## src/rtl/tsc_pkg.sv

```systemverilog
// Shared types, character codes and keyword tables for the token splitter.
`timescale 1ns / 1ps

package tsc_pkg;

   localparam int POS_W = 16;
   localparam int LEN_W = 9;
   localparam int NUM_FIXED = 11;
   localparam int QUEUE_DEPTH = 4;
   localparam int QPTR_W = $clog2(QUEUE_DEPTH);
   localparam int QCNT_W = $clog2(QUEUE_DEPTH + 1);

   localparam int DEF_MAX_WORD = 256;
   localparam int DEF_LINE_POSITIONS = 65536;

   // Token class codes as seen on the result channel.
   typedef enum logic [3:0] {
      CLS_INT      = 4'd0,
      CLS_STRING   = 4'd1,
      CLS_SEMI     = 4'd2,
      CLS_COLON    = 4'd3,
      CLS_ASSIGN   = 4'd4,
      CLS_LPAREN   = 4'd5,
      CLS_RPAREN   = 4'd6,
      CLS_OPERATOR = 4'd7,
      CLS_LOGICOP  = 4'd8,
      CLS_KEYWORD  = 4'd9,
      CLS_IDENT    = 4'd10,
      CLS_END      = 4'd11,
      CLS_OVERFLOW = 4'd12
   } token_class_type;

   // Positions of the fixed words in the match flag vector.
   localparam int FW_IF    = 0;
   localparam int FW_ELSE  = 1;
   localparam int FW_PRINT = 2;
   localparam int FW_END   = 3;
   localparam int FW_PLUS  = 4;
   localparam int FW_MINUS = 5;
   localparam int FW_STAR  = 6;
   localparam int FW_EQEQ  = 7;
   localparam int FW_NEQ   = 8;
   localparam int FW_GT    = 9;
   localparam int FW_LT    = 10;

   localparam logic [7:0] CH_NUL    = 8'h00;
   localparam logic [7:0] CH_TAB    = 8'h09;
   localparam logic [7:0] CH_CR     = 8'h0D;
   localparam logic [7:0] CH_SPACE  = 8'h20;
   localparam logic [7:0] CH_DQUOTE = 8'h22;
   localparam logic [7:0] CH_SQUOTE = 8'h27;
   localparam logic [7:0] CH_LPAREN = 8'h28;
   localparam logic [7:0] CH_RPAREN = 8'h29;
   localparam logic [7:0] CH_ZERO   = 8'h30;
   localparam logic [7:0] CH_NINE   = 8'h39;
   localparam logic [7:0] CH_COLON  = 8'h3A;
   localparam logic [7:0] CH_SEMI   = 8'h3B;
   localparam logic [7:0] CH_EQUALS = 8'h3D;

   typedef struct packed {
      token_class_type     cls;
      logic [POS_W-1:0]    start;
      logic [LEN_W-1:0]    length;
      logic                last;
   } result_type;

   typedef struct packed {
      logic [1:0]  count;
      result_type  first;
      result_type  second;
   } push_type;

   // Characters of a fixed word, first character in the low byte.
   function automatic logic [39:0] fixed_text(input int unsigned idx);
      logic [39:0] t;
      case (idx)
         FW_IF:    t = 40'h0000006669;
         FW_ELSE:  t = 40'h0065736C65;
         FW_PRINT: t = 40'h746E697270;
         FW_END:   t = 40'h0000646E65;
         FW_PLUS:  t = 40'h000000002B;
         FW_MINUS: t = 40'h000000002D;
         FW_STAR:  t = 40'h000000002A;
         FW_EQEQ:  t = 40'h0000003D3D;
         FW_NEQ:   t = 40'h0000003D21;
         FW_GT:    t = 40'h000000003E;
         FW_LT:    t = 40'h000000003C;
         default:  t = '0;
      endcase
      return t;
   endfunction

   function automatic logic [2:0] fixed_len(input int unsigned idx);
      logic [2:0] n;
      case (idx)
         FW_IF:    n = 3'd2;
         FW_ELSE:  n = 3'd4;
         FW_PRINT: n = 3'd5;
         FW_END:   n = 3'd3;
         FW_EQEQ:  n = 3'd2;
         FW_NEQ:   n = 3'd2;
         default:  n = 3'd1;
      endcase
      return n;
   endfunction

   function automatic logic [7:0] fixed_char(input int unsigned idx, input logic [2:0] k);
      logic [39:0] t;
      logic [7:0]  c;
      t = fixed_text(idx);
      case (k)
         3'd0:    c = t[7:0];
         3'd1:    c = t[15:8];
         3'd2:    c = t[23:16];
         3'd3:    c = t[31:24];
         3'd4:    c = t[39:32];
         default: c = CH_NUL;
      endcase
      return c;
   endfunction

endpackage

```

## src/rtl/tsc_word_tracker.sv

```systemverilog
// Line and word state: gathers bytes, classifies finished words, forms results.
`timescale 1ns / 1ps

module tsc_word_tracker #(
   parameter int MAX_WORD = tsc_pkg::DEF_MAX_WORD,
   parameter int LINE_POSITIONS = tsc_pkg::DEF_LINE_POSITIONS
) (
   input  logic                clock,
   input  logic                reset,
   input  logic                accept,
   input  logic [7:0]          source_byte,
   output tsc_pkg::push_type   push
);
   import tsc_pkg::*;

   localparam logic [LEN_W-1:0] MAX_LEN = LEN_W'(MAX_WORD);
   localparam logic [POS_W-1:0] LAST_POS = POS_W'(LINE_POSITIONS - 1);

   logic [POS_W-1:0]     pos_ff, pos_in;
   logic [POS_W-1:0]     start_ff, start_in;
   logic [POS_W-1:0]     content_ff, content_in;
   logic [LEN_W-1:0]     len_ff, len_in;
   logic                 inq_ff, inq_in;
   logic                 digits_ff, digits_in;
   logic                 fquote_ff, fquote_in;
   logic                 lquote_ff, lquote_in;
   logic                 feq_ff, feq_in;
   logic [NUM_FIXED-1:0] match_ff, match_in;
   logic                 skip_ff, skip_in;

   logic                 is_quote, is_space, is_delim, is_digit;
   logic                 len_zero;
   logic [NUM_FIXED-1:0] full_match, push_match;
   logic [LEN_W-1:0]     push_len;
   logic [POS_W-1:0]     push_start;
   logic                 do_push, do_sep, clear_word;
   result_type           word_res, end_res, ovf_res, delim_res;
   token_class_type      delim_cls;

   assign is_quote = (source_byte == CH_DQUOTE) || (source_byte == CH_SQUOTE);
   assign is_space = (source_byte == CH_SPACE) ||
                     ((source_byte >= CH_TAB) && (source_byte <= CH_CR));
   assign is_delim = (source_byte == CH_SEMI) || (source_byte == CH_COLON) ||
                     (source_byte == CH_LPAREN) || (source_byte == CH_RPAREN);
   assign is_digit = (source_byte >= CH_ZERO) && (source_byte <= CH_NINE);
   assign len_zero = (len_ff == '0);
   assign push_len = len_ff + LEN_W'(1);
   assign push_start = len_zero ? pos_ff : start_ff;

   // A fixed word survives while every byte so far equals its character.
   always_comb begin
      for (int i = 0; i < NUM_FIXED; i++) begin
         full_match[i] = match_ff[i] && (len_ff == LEN_W'(fixed_len(i)));
         push_match[i] = (len_zero || match_ff[i]) &&
                         (len_ff < LEN_W'(fixed_len(i))) &&
                         (fixed_char(i, len_ff[2:0]) == source_byte);
      end
   end

   always_comb begin
      word_res.start = start_ff;
      word_res.length = len_ff;
      word_res.last = 1'b0;
      if (digits_ff) begin
         word_res.cls = CLS_INT;
      end else if (fquote_ff && lquote_ff && (len_ff >= LEN_W'(2))) begin
         word_res.cls = CLS_STRING;
         word_res.start = content_ff;
         word_res.length = len_ff - LEN_W'(2);
      end else if (full_match[FW_EQEQ]) begin
         word_res.cls = CLS_LOGICOP;
      end else if (feq_ff) begin
         word_res.cls = CLS_ASSIGN;
      end else if (full_match[FW_PLUS] || full_match[FW_MINUS] || full_match[FW_STAR]) begin
         word_res.cls = CLS_OPERATOR;
      end else if (full_match[FW_NEQ] || full_match[FW_GT] || full_match[FW_LT]) begin
         word_res.cls = CLS_LOGICOP;
      end else if (full_match[FW_IF] || full_match[FW_ELSE] ||
                   full_match[FW_PRINT] || full_match[FW_END]) begin
         word_res.cls = CLS_KEYWORD;
      end else begin
         word_res.cls = CLS_IDENT;
      end
   end

   always_comb begin
      case (source_byte)
         CH_SEMI:   delim_cls = CLS_SEMI;
         CH_COLON:  delim_cls = CLS_COLON;
         CH_LPAREN: delim_cls = CLS_LPAREN;
         default:   delim_cls = CLS_RPAREN;
      endcase
   end

   assign end_res = '{cls: CLS_END, start: pos_ff, length: '0, last: 1'b1};
   assign ovf_res = '{cls: CLS_OVERFLOW, start: push_start, length: MAX_LEN, last: 1'b1};
   assign delim_res = '{cls: delim_cls, start: pos_ff, length: LEN_W'(1), last: 1'b1};

   assign do_push = accept && (source_byte != CH_NUL) && !skip_ff &&
                    (inq_ff ? !is_delim : !(is_space || is_delim));
   assign do_sep = accept && (source_byte != CH_NUL) && !skip_ff && !inq_ff &&
                   (is_space || is_delim);

   always_comb begin
      pos_in = pos_ff;
      start_in = start_ff;
      content_in = content_ff;
      len_in = len_ff;
      inq_in = inq_ff;
      digits_in = digits_ff;
      fquote_in = fquote_ff;
      lquote_in = lquote_ff;
      feq_in = feq_ff;
      match_in = match_ff;
      skip_in = skip_ff;
      clear_word = 1'b0;
      push = '0;

      if (accept) begin
         if (source_byte == CH_NUL) begin
            if (!skip_ff && !len_zero && !inq_ff) begin
               push.count = 2'd2;
               push.first = word_res;
               push.second = end_res;
            end else begin
               push.count = 2'd1;
               push.first = end_res;
            end
            pos_in = '0;
            skip_in = 1'b0;
            clear_word = 1'b1;
         end else begin
            pos_in = (pos_ff == LAST_POS) ? '0 : pos_ff + POS_W'(1);
         end
      end

      if (do_sep) begin
         if (!len_zero) begin
            clear_word = 1'b1;
            if (is_delim) begin
               push.count = 2'd2;
               push.first = word_res;
               push.second = delim_res;
            end else begin
               push.count = 2'd1;
               push.first = word_res;
               push.first.last = 1'b1;
            end
         end else if (is_delim) begin
            push.count = 2'd1;
            push.first = delim_res;
         end
      end

      if (do_push) begin
         if (push_len == MAX_LEN) begin
            push.count = 2'd1;
            push.first = ovf_res;
            skip_in = 1'b1;
            clear_word = 1'b1;
         end else begin
            start_in = push_start;
            if (len_ff == LEN_W'(1)) begin
               content_in = pos_ff;
            end
            len_in = push_len;
            inq_in = inq_ff ^ is_quote;
            digits_in = (len_zero || digits_ff) && is_digit;
            fquote_in = len_zero ? is_quote : fquote_ff;
            lquote_in = is_quote;
            feq_in = len_zero ? (source_byte == CH_EQUALS) : feq_ff;
            match_in = push_match;
         end
      end

      if (clear_word) begin
         start_in = '0;
         content_in = '0;
         len_in = '0;
         inq_in = 1'b0;
         digits_in = 1'b1;
         fquote_in = 1'b0;
         lquote_in = 1'b0;
         feq_in = 1'b0;
         match_in = '1;
      end
   end

   always_ff @(posedge clock) begin
      if (reset) begin
         pos_ff <= '0;
         start_ff <= '0;
         content_ff <= '0;
         len_ff <= '0;
         inq_ff <= 1'b0;
         digits_ff <= 1'b1;
         fquote_ff <= 1'b0;
         lquote_ff <= 1'b0;
         feq_ff <= 1'b0;
         match_ff <= '1;
         skip_ff <= 1'b0;
      end else begin
         pos_ff <= pos_in;
         start_ff <= start_in;
         content_ff <= content_in;
         len_ff <= len_in;
         inq_ff <= inq_in;
         digits_ff <= digits_in;
         fquote_ff <= fquote_in;
         lquote_ff <= lquote_in;
         feq_ff <= feq_in;
         match_ff <= match_in;
         skip_ff <= skip_in;
      end
   end

endmodule

```

## src/rtl/tsc_result_queue.sv

```systemverilog
// Four-entry result queue that takes up to two results per cycle and gives one while its output is not stalled.
`timescale 1ns / 1ps

module tsc_result_queue (
   input  logic                 clock,
   input  logic                 reset,
   input  tsc_pkg::push_type    push,
   output logic                 room,
   output logic                 out_valid,
   input  logic                 out_stall,
   output tsc_pkg::result_type  out_head
);
   import tsc_pkg::*;

   result_type          entry_ff [QUEUE_DEPTH];
   logic [QPTR_W-1:0]   wr_ff, wr_in;
   logic [QPTR_W-1:0]   rd_ff, rd_in;
   logic [QCNT_W-1:0]   count_ff, count_in;
   logic                pop;

   assign out_valid = (count_ff != '0);
   assign out_head = entry_ff[rd_ff];
   assign pop = out_valid && !out_stall;
   // Room is judged on the registered count so the input side never waits on the output.
   assign room = (count_ff <= QCNT_W'(QUEUE_DEPTH - 2));

   assign wr_in = wr_ff + QPTR_W'(push.count);
   assign rd_in = rd_ff + QPTR_W'(pop);
   assign count_in = count_ff + QCNT_W'(push.count) - QCNT_W'(pop);

   always_ff @(posedge clock) begin
      if (push.count != 2'd0) begin
         entry_ff[wr_ff] <= push.first;
      end
      if (push.count == 2'd2) begin
         entry_ff[wr_ff + QPTR_W'(1)] <= push.second;
      end
   end

   always_ff @(posedge clock) begin
      if (reset) begin
         wr_ff <= '0;
         rd_ff <= '0;
         count_ff <= '0;
      end else begin
         wr_ff <= wr_in;
         rd_ff <= rd_in;
         count_ff <= count_in;
      end
   end

endmodule

```

## src/rtl/token_splitter_classifier_core.sv

```systemverilog
// Top level of the line tokenizer: byte input channel and token result channel.
`timescale 1ns / 1ps

// Takes one source byte per cycle and gives zero, one or two tokens for it;
// a zero byte closes the line with an end token. Tokens are written into a
// four-entry result queue when the byte is accepted and are offered on the
// rsp channel from its head. The byte input stalls while fewer than two queue
// entries are free, so with a consumer that never stalls a run of single-token
// bytes flows at one byte per cycle, while a byte that yields two tokens can
// stall the input once the queue has filled. No clearing pass follows reset.
module token_splitter_classifier_core #(
   parameter int MAX_WORD = tsc_pkg::DEF_MAX_WORD,
   parameter int LINE_POSITIONS = tsc_pkg::DEF_LINE_POSITIONS
) (
   input  logic        clock,
   input  logic        reset,
   input  logic        req_valid,
   output logic        req_stall,
   input  logic [7:0]  req_source_byte,
   output logic        rsp_valid,
   input  logic        rsp_stall,
   output logic [3:0]  rsp_token_class,
   output logic [15:0] rsp_token_start,
   output logic [8:0]  rsp_token_length,
   output logic        rsp_last_of_run
);
   import tsc_pkg::*;

   push_type    push;
   result_type  head;
   logic        room;
   logic        accept;

   assign req_stall = !room;
   assign accept = req_valid && room;

   tsc_word_tracker #(
      .MAX_WORD(MAX_WORD),
      .LINE_POSITIONS(LINE_POSITIONS)
   ) u_tracker (
      .clock(clock),
      .reset(reset),
      .accept(accept),
      .source_byte(req_source_byte),
      .push(push)
   );

   tsc_result_queue u_queue (
      .clock(clock),
      .reset(reset),
      .push(push),
      .room(room),
      .out_valid(rsp_valid),
      .out_stall(rsp_stall),
      .out_head(head)
   );

   assign rsp_token_class = head.cls;
   assign rsp_token_start = head.start;
   assign rsp_token_length = head.length;
   assign rsp_last_of_run = head.last;

endmodule

```

## config.mk

```make
export PLATFORM = sky130hd
export DESIGN_NAME = token_splitter_classifier_core
export DESIGN_NICKNAME = d
export VERILOG_FILES = /design/src/rtl/tsc_pkg.sv /design/src/rtl/tsc_word_tracker.sv /design/src/rtl/tsc_result_queue.sv /design/src/rtl/token_splitter_classifier_core.sv
export SDC_FILE = /design/constraint.sdc
export NUM_CORES = 1
export LEC_CHECK = 0
export BUFFER_PORTS_ARGS = -buffer_cell sky130_fd_sc_hd__buf_2
export CAP_MARGIN = 20
export CORE_ASPECT_RATIO = 1.4
export CORE_MARGIN = 1
export CORE_UTILIZATION = 35
export CTS_CLUSTER_DIAMETER = 40
export DETAILED_ROUTE_END_ITERATION = 6
export GPL_TIMING_DRIVEN = 0
export HOLD_SLACK_MARGIN = 0.06
export PLACE_DENSITY_LB_ADDON = 0.05
export SYNTH_ARGS = -nofsm -noshare
export SYNTH_HDL_FRONTEND = slang
export SYNTH_SLANG_ARGS = --single-unit
export TNS_END_PERCENT = 5
```

## constraint.sdc

```tcl
create_clock -name clock -period 11.75 [get_ports clock]
set_input_delay 0.5875 -clock clock [delete_from_list [all_inputs] [get_ports clock]]
set_output_delay 0.5875 -clock clock [all_outputs]
set_load 0.02 [all_outputs]
```

# Yosys cells after proc, flatten, opt, wreduce, memory -nomap -nowiden
# Memory sizes are Yosys's and may differ from the RTL's. A register that Yosys moved wholly into a read port is not among the register bits.
# Cells that the tools add are included.
# word_totals
mem_bits_rw	120
reg_bits	81
memories	1
in_bits	12
# mem_list
name	words	word_bits	read_ports	rd_ports_with_merged_regs	write_ports	line_no	text
u_queue.entry_ff	4	30	1	1	2	tsc_result_queue.sv:15	result_type entry_ff [QUEUE_DEPTH];
# op_classes
bitwise_logic	2
n_addsub	8
eq_ne	31
n_lt_le_gt_ge	11
reduce_logical	91
muxes	52
# ops
cell	n
two-way mux 32 bit	6
two-way mux 62 bit	3
two-way mux 30 bit	3
equality test 8 x 6 -> 1 bit, second input constant	8
equality test 6 x 8 -> 1 bit	7
two-way mux 25 bit	2
two-way mux 16 bit	3
logical AND 1 bit	47
case mux 7 bit (3 select lines)	2
two-way mux 6 bit	6
case mux 7 bit (5 select lines)	1
equality test 7 x 8 -> 1 bit	4
logical OR 1 bit	25
two-way mux 4 bit	5
equality test 9 x 2 -> 1 bit, second input constant	2
equality test 9 x 3 -> 1 bit, second input constant	2
less-than comparator 9 x 2 -> 1 bit, second input constant	2
less-than comparator 9 x 3 -> 1 bit, second input constant	2
adder 16 x 1 -> 16 bit, second input constant	1
equality test 16 bit, second input constant	1
two-way mux 1 bit	15
case mux 7 bit (2 select lines)	1
case mux 6 bit (2 select lines)	1
adder 9 x 1 -> 9 bit, second input constant	1
other kinds (33)	45

# Longest topological paths before layout
# depth
word_depth	23
ltp_mapped	18
mapped_depth_nobuf	15

# Cells and area by module
# Synthesis repeated with hierarchy kept, for this count alone.
# unflattened
cells_unflattened	1060
hier_area_um2	11690.0
# modules_own_cells
module	cells_each	instances	seq_area_each_um2	area_per_inst_um2
tsc_result_queue	340	1	3743.6	6326.1
tsc_word_tracker	718	1	1481.4	5353.9
token_splitter_classifier_core	2	1	0.0	10.0

# Worst setup path after synthesis
# Ideal clock, no wire load.
# synth_path
path_kind	register to register
startpoint	register u_tracker.len_ff[2]
endpoint	register u_queue.count_ff[2]
path_stages_with_launch	18
required_time_ns	11.622
t_arrival_ns	3.849
synth_period_minus_slack_ns	3.977
n_path_buf	2
slack_ns	7.773
path_cell_list	dfxtp_1 clkbuf_1 inv_1 ha_1 nand2_1 or4_4 nor4_4 nand2_1 and3_1 clkbuf_1 ha_1 inv_1 ha_1 inv_1 fa_1 xnor2_1 xnor2_1 nor2_1
# synth_via
elab_chain_len	14
elab_cells_between_ends	16
cone_classes	add/sub (3); eq/ne (1); mux (8); reduce/logical (4)
# synth_lines
item	line_no	text
start, declared	tsc_word_tracker.sv:22	logic [LEN_W-1:0] len_ff, len_in;
start signal, assigned	tsc_word_tracker.sv:206	len_ff <= len_in;
logical NOT 9 bit	tsc_word_tracker.sv:46	assign len_zero = (len_ff == '0);
logical NOT 1 bit	tsc_word_tracker.sv:121	if (!skip_ff && !len_zero && !inq_ff) begin
logical AND 1 bit (2 in a row)	tsc_word_tracker.sv:121	
two-way mux 32 bit	tsc_word_tracker.sv:121	
two-way mux 62 bit	tsc_word_tracker.sv:120	if (source_byte == CH_NUL) begin
two-way mux 62 bit	tsc_word_tracker.sv:119	if (accept) begin
two-way mux 32 bit	tsc_word_tracker.sv:149	end else if (is_delim) begin
two-way mux 32 bit	tsc_word_tracker.sv:138	if (!len_zero) begin
two-way mux 62 bit	tsc_word_tracker.sv:137	if (do_sep) begin
two-way mux 32 bit	tsc_word_tracker.sv:156	if (push_len == MAX_LEN) begin
two-way mux 32 bit *	tsc_word_tracker.sv:155	if (do_push) begin
adder 3 x 2 -> 3 bit *	tsc_result_queue.sv:29	assign count_in = count_ff + QCNT_W'(push.count) - QCNT_W'(pop);
subtractor 3 x 1 -> 3 bit *	tsc_result_queue.sv:29	
end signal, assigned	tsc_result_queue.sv:48	count_ff <= count_in;
end, declared	tsc_result_queue.sv:18	logic [QCNT_W-1:0] count_ff, count_in;
# Mark *: on every way between the ends. The rest lies on a longest branch, timed or not.
# A chain may end at the register's enable or synchronous reset.

# Worst setup path in the final report
# Same ends and word-level chain as after synthesis.

==> results.yml <==
logic_synthesis:
  syn_avg_cell_area_um2: 9.777
  yosys.area.top_type: "edfxtp_1"
  synth_nets: 1116
  ys.flop_type: "dfxtp_1"
  synth-simple-area-share_pct: 16.16
  synth_top_family_by_area: "compound AO/OA/AOI/OAI gates"
  synth_edf_count: 88
  synth_area_um2: 10620
  synthCells: 1086
  yosysWarningCount: 0
  async_reset_ff_share_pct: 0
  synth_seq_cells: 201
  synth_fa_ha_area_share_pct: 2.192
  synth-compound-area-share_pct: 19.38
  synthTopCellsByArea: "edfxtp_1 25%, dfxtp_1 21%, mux4_2 6.4%"
  muxShareOfSynthArea_pct: 7.966
  yosysSeqAreaShare_pct: 46.19
  synth_top_area_share_pct: 24.89
  synth_xor_area_share_pct: 3.382
  synth_cell_types: 76
clocking:
  cts_resized: 0
  clk_pin_slew_worst_paths_ns: 0.06
  cts.sink_count: 201
  cts_buffers: 29
  clock_latency_ns: 0.56
  htreeDepth: 1
  cts_tree: "done"
  cts_root_buf: "clkbuf_16"
  cts_hold_buf: 0
  post-cts-setup-buffers: 0
  cts.path.max_buffers: 3
placement:
  dp.cells: 1514
  place.gp.congestion: 0.8309
  hpwl_mm: 25.68
  post-place-ws_ns: 6.885
  io_buffer_count: 38
  detailed_place.area_um2: 11400
setup_path:
  cp-endpoint: "u_queue.count_ff[2]"
  cp-start-kind: "flip-flop"
  r2r_start: "u_tracker.len_ff[2]"
  crit_arrival_ns: 5.29
  crit_start: "u_tracker.len_ff[2]"
  worstSetupEndpointType: "flip-flop"
  slowest_stage: "nor4_4"
  critical-path-top-delay-family: "simple AND/OR/NAND/NOR gates"
  crit_type: "reg -> reg"
  rrSetupSlack_ns: 6.88
  slowest_delay_ns: 0.68
  path_cells: "clkbuf_1, inv_1, ha_1, nand2_1, or4_4, nor4_4, nand2_1, and3_1, clkbuf_1, ha_1, inv_1, ha_1, inv_1, fa_1, xnor2_1, xnor2_1, nor2_1"
  crit_fanout: 10
  crit_required_ns: 12.17
  cp_num_buf_inv: 5
  r2r_cells: 17
  reg2reg_to: "u_queue.count_ff[2]"
  path_depth: 17
power:
  vdd_drop_max_v: 0.00008088
  powerDensity_nw_per_um2: 176.5
  p_leak_nw: 4.099
layout:
  drive_gt1_share_pct: 15.02
  fin_nets: 1192
  nFillCells: 3014
  final_area_um2: 12400
  syn2layout_area_growth_pct: 16.79
  diodes: 0
  finalNonFillerCells: 1570
routing:
  drt_iter0_markers: 588
  ant_nets: 0
  route.detailed.drc: 0
  routed_wl_mm: 35.17
  vias_per_cell: 5.668
  firstDrtPassIters: 5
  vias: 8899
  wire_per_inst_um: 22.40
grt:
  antenna_found_initial: 0
  track_usage_pct: 23.03
  grt_pass1_vias: 8794
  grt-ovfl-total: 0
  grt_max_degree: 15
  grt_pass1_wl_mm: 54.00
timing:
  rsz0062_at_grt: "no"
  fin_skew_ns: 0.01156
  finalMaxSlewViolations: 0
  setup_viol: 0
  hold_viol_final: 0
  relSlewSlack_pct: 34.25
  worst_slew_pin_slew_ns: 0.9787
  fin_crit_ns: 4.872
  min_period_over_period_pct: 41.47
  fmax_mhz: 205.2
  fin_ws_ns: 6.878
  fin_tns_setup_ns: 0
flow_run:
  maxCapViolCount: 0
worst_hold_path:
  hp-class: "in -> reg"
  hp-start: "reset"
  hold_path_depth: 2
die:
  core-area_um2: 29940
  die_h_um: 208.1
  ios: 44
  dieArea_um2: 31050
  start_util_pct: 35.47
  die_width_um: 149.2
  rows: 75
status:
  outcome: "finished, final reports clean"
-- routing by layer --
metal / vias to the layer above / share of wire [%] / global-route usage (%)
met2: 258 / 51 / 40.22
met1: 4361 / 42 / 29.53
li1: 4228 / - / -
met4: 0 / 2.7 / 7.706
met5: - / 0 / 0
met3: 52 / 4.4 / 2.018
-- worst reg2reg max path, cell delays in order (launching register included) --
cell	delay, ns
dfxtp_1	0.49
clkbuf_1	0.42
inv_1	0.24
ha_1	0.38
nand2_1	0.06
or4_4	0.54
nor4_4	0.69
nand2_1	0.16
and3_1	0.21
clkbuf_1	0.23
ha_1	0.35
inv_1	0.06
ha_1	0.13
inv_1	0.05
fa_1	0.37
xnor2_1	0.19
xnor2_1	0.14
nor2_1	0.05
-- synth_stat cells, types with 3 or more instances --
library cell and count:
a22oi_1 3, xnor2_1 23, a311oi_1 3, dfxtp_1 113, buf_4 5, nor2b_1 10
clkbuf_1 55, nor3b_1 3, xor2_1 18, nand2_1 141, a31oi_1 15, buf_2 20
a222oi_1 14, nor4_1 10, or4_1 6, nand3_1 29, buf_6 5, nand4_1 9
o21ai_1 23, a2bb2oi_1 12, nor4b_1 3, mux2i_1 17, o22ai_1 25, inv_1 14
or2_2 4, o21ai_0 86, o31a_1 3, o21ai_2 3, o211ai_1 36, ha_1 17
and3_1 8, and2_1 4, a21o_1 4, nor3_1 25, nor2_1 72, a22o_1 11
buf_1 12, nand2b_1 8, or3_1 8, a21oi_1 49, a211oi_1 3, edfxtp_1 88
mux4_2 30
-- sequential cells by signal (all words and copies together), names as in the netlist --
register,count
u_tracker.fquote_ff,1
u_tracker.content_ff,16
u_tracker.skip_ff,1
u_tracker.feq_ff,1
u_tracker.pos_ff,16
u_tracker.inq_ff,1
u_tracker.digits_ff,1
u_tracker.start_ff,16
u_queue.rd_ff,2
u_queue.count_ff,3
u_queue.wr_ff,2
u_tracker.len_ff,9
u_tracker.match_ff,11
u_queue.entry_ff,120
u_tracker.lquote_ff,1
-- logic make-up after synthesis --
| kind of cell | Yosys count |
|---|---|
| buffers and inverters | 112 |
| DFF | 201 |
| and+or+nand+nor | 355 |
| muxes | 47 |
| xor gates and xnor gates | 41 |
| adders and majority gates | 18 |
| AOI/OAI and AO/OA | 312 |
-- cell type report --
class | count | area, um^2 | area share, %
buffer | 97 | 445.4 | 3.592
clock buffer | 36 | 794.5 | 6.407
clock inverter | 18 | 177.7 | 1.433
inverter | 15 | 56.30 | 0.4540
multi-input combinational | 773 | 5211 | 42.02
sequential | 201 | 4905 | 39.55
tap | 385 | 481.7 | 3.885
timing repair buffer | 45 | 329.1 | 2.654
-- worst min-delay path by stage --
stage	end	slack (ns)
CTS	u_queue.rd_ff[0]	0.36
floorplan	u_tracker.start_ff[10]	0.44
detailed placement	u_tracker.start_ff[8]	0.45
global placement	u_tracker.start_ff[13]	0.44
finish	u_queue.wr_ff[0]	0.38
global route	u_queue.wr_ff[0]	0.38
-- metrics by stage --
stage          hold WS [ns]  util, %  power [mW]
2_1_floorplan        0.4360        -       1.164
3_3_place_gp         0.4415    37.71       1.320
3_5_place_dp         0.4461    38.08       1.325
4_1_cts              0.3625    41.33       2.200
5_1_grt              0.3844    41.43       2.282
6_report             0.3805    41.43       2.188
-- placed cells by master, fill, tap and decap left out, types with 36 or more instances in the layout --
| cell type | netlist | routed |
|---|---|---|
| buf_2 | 20 | 58 |
| o21ai_0 | 86 | 86 |
| clkbuf_1 | 55 | 58 |
| o211ai_1 | 36 | 36 |
| edfxtp_1 | 88 | 88 |
| nand2_1 | 141 | 141 |
| dfxtp_1 | 113 | 113 |
| a21oi_1 | 49 | 49 |
| nor2_1 | 72 | 72 |
-- power by group --
part / internal [mW] / leakage (nW) / switching, mW
clock network: 0.530 / 0.479 / 0.344
registers: 0.754 / 1.75 / 0.0245
logic: 0.204 / 1.87 / 0.332
Note: power is estimated with default switching activity, not from simulation.
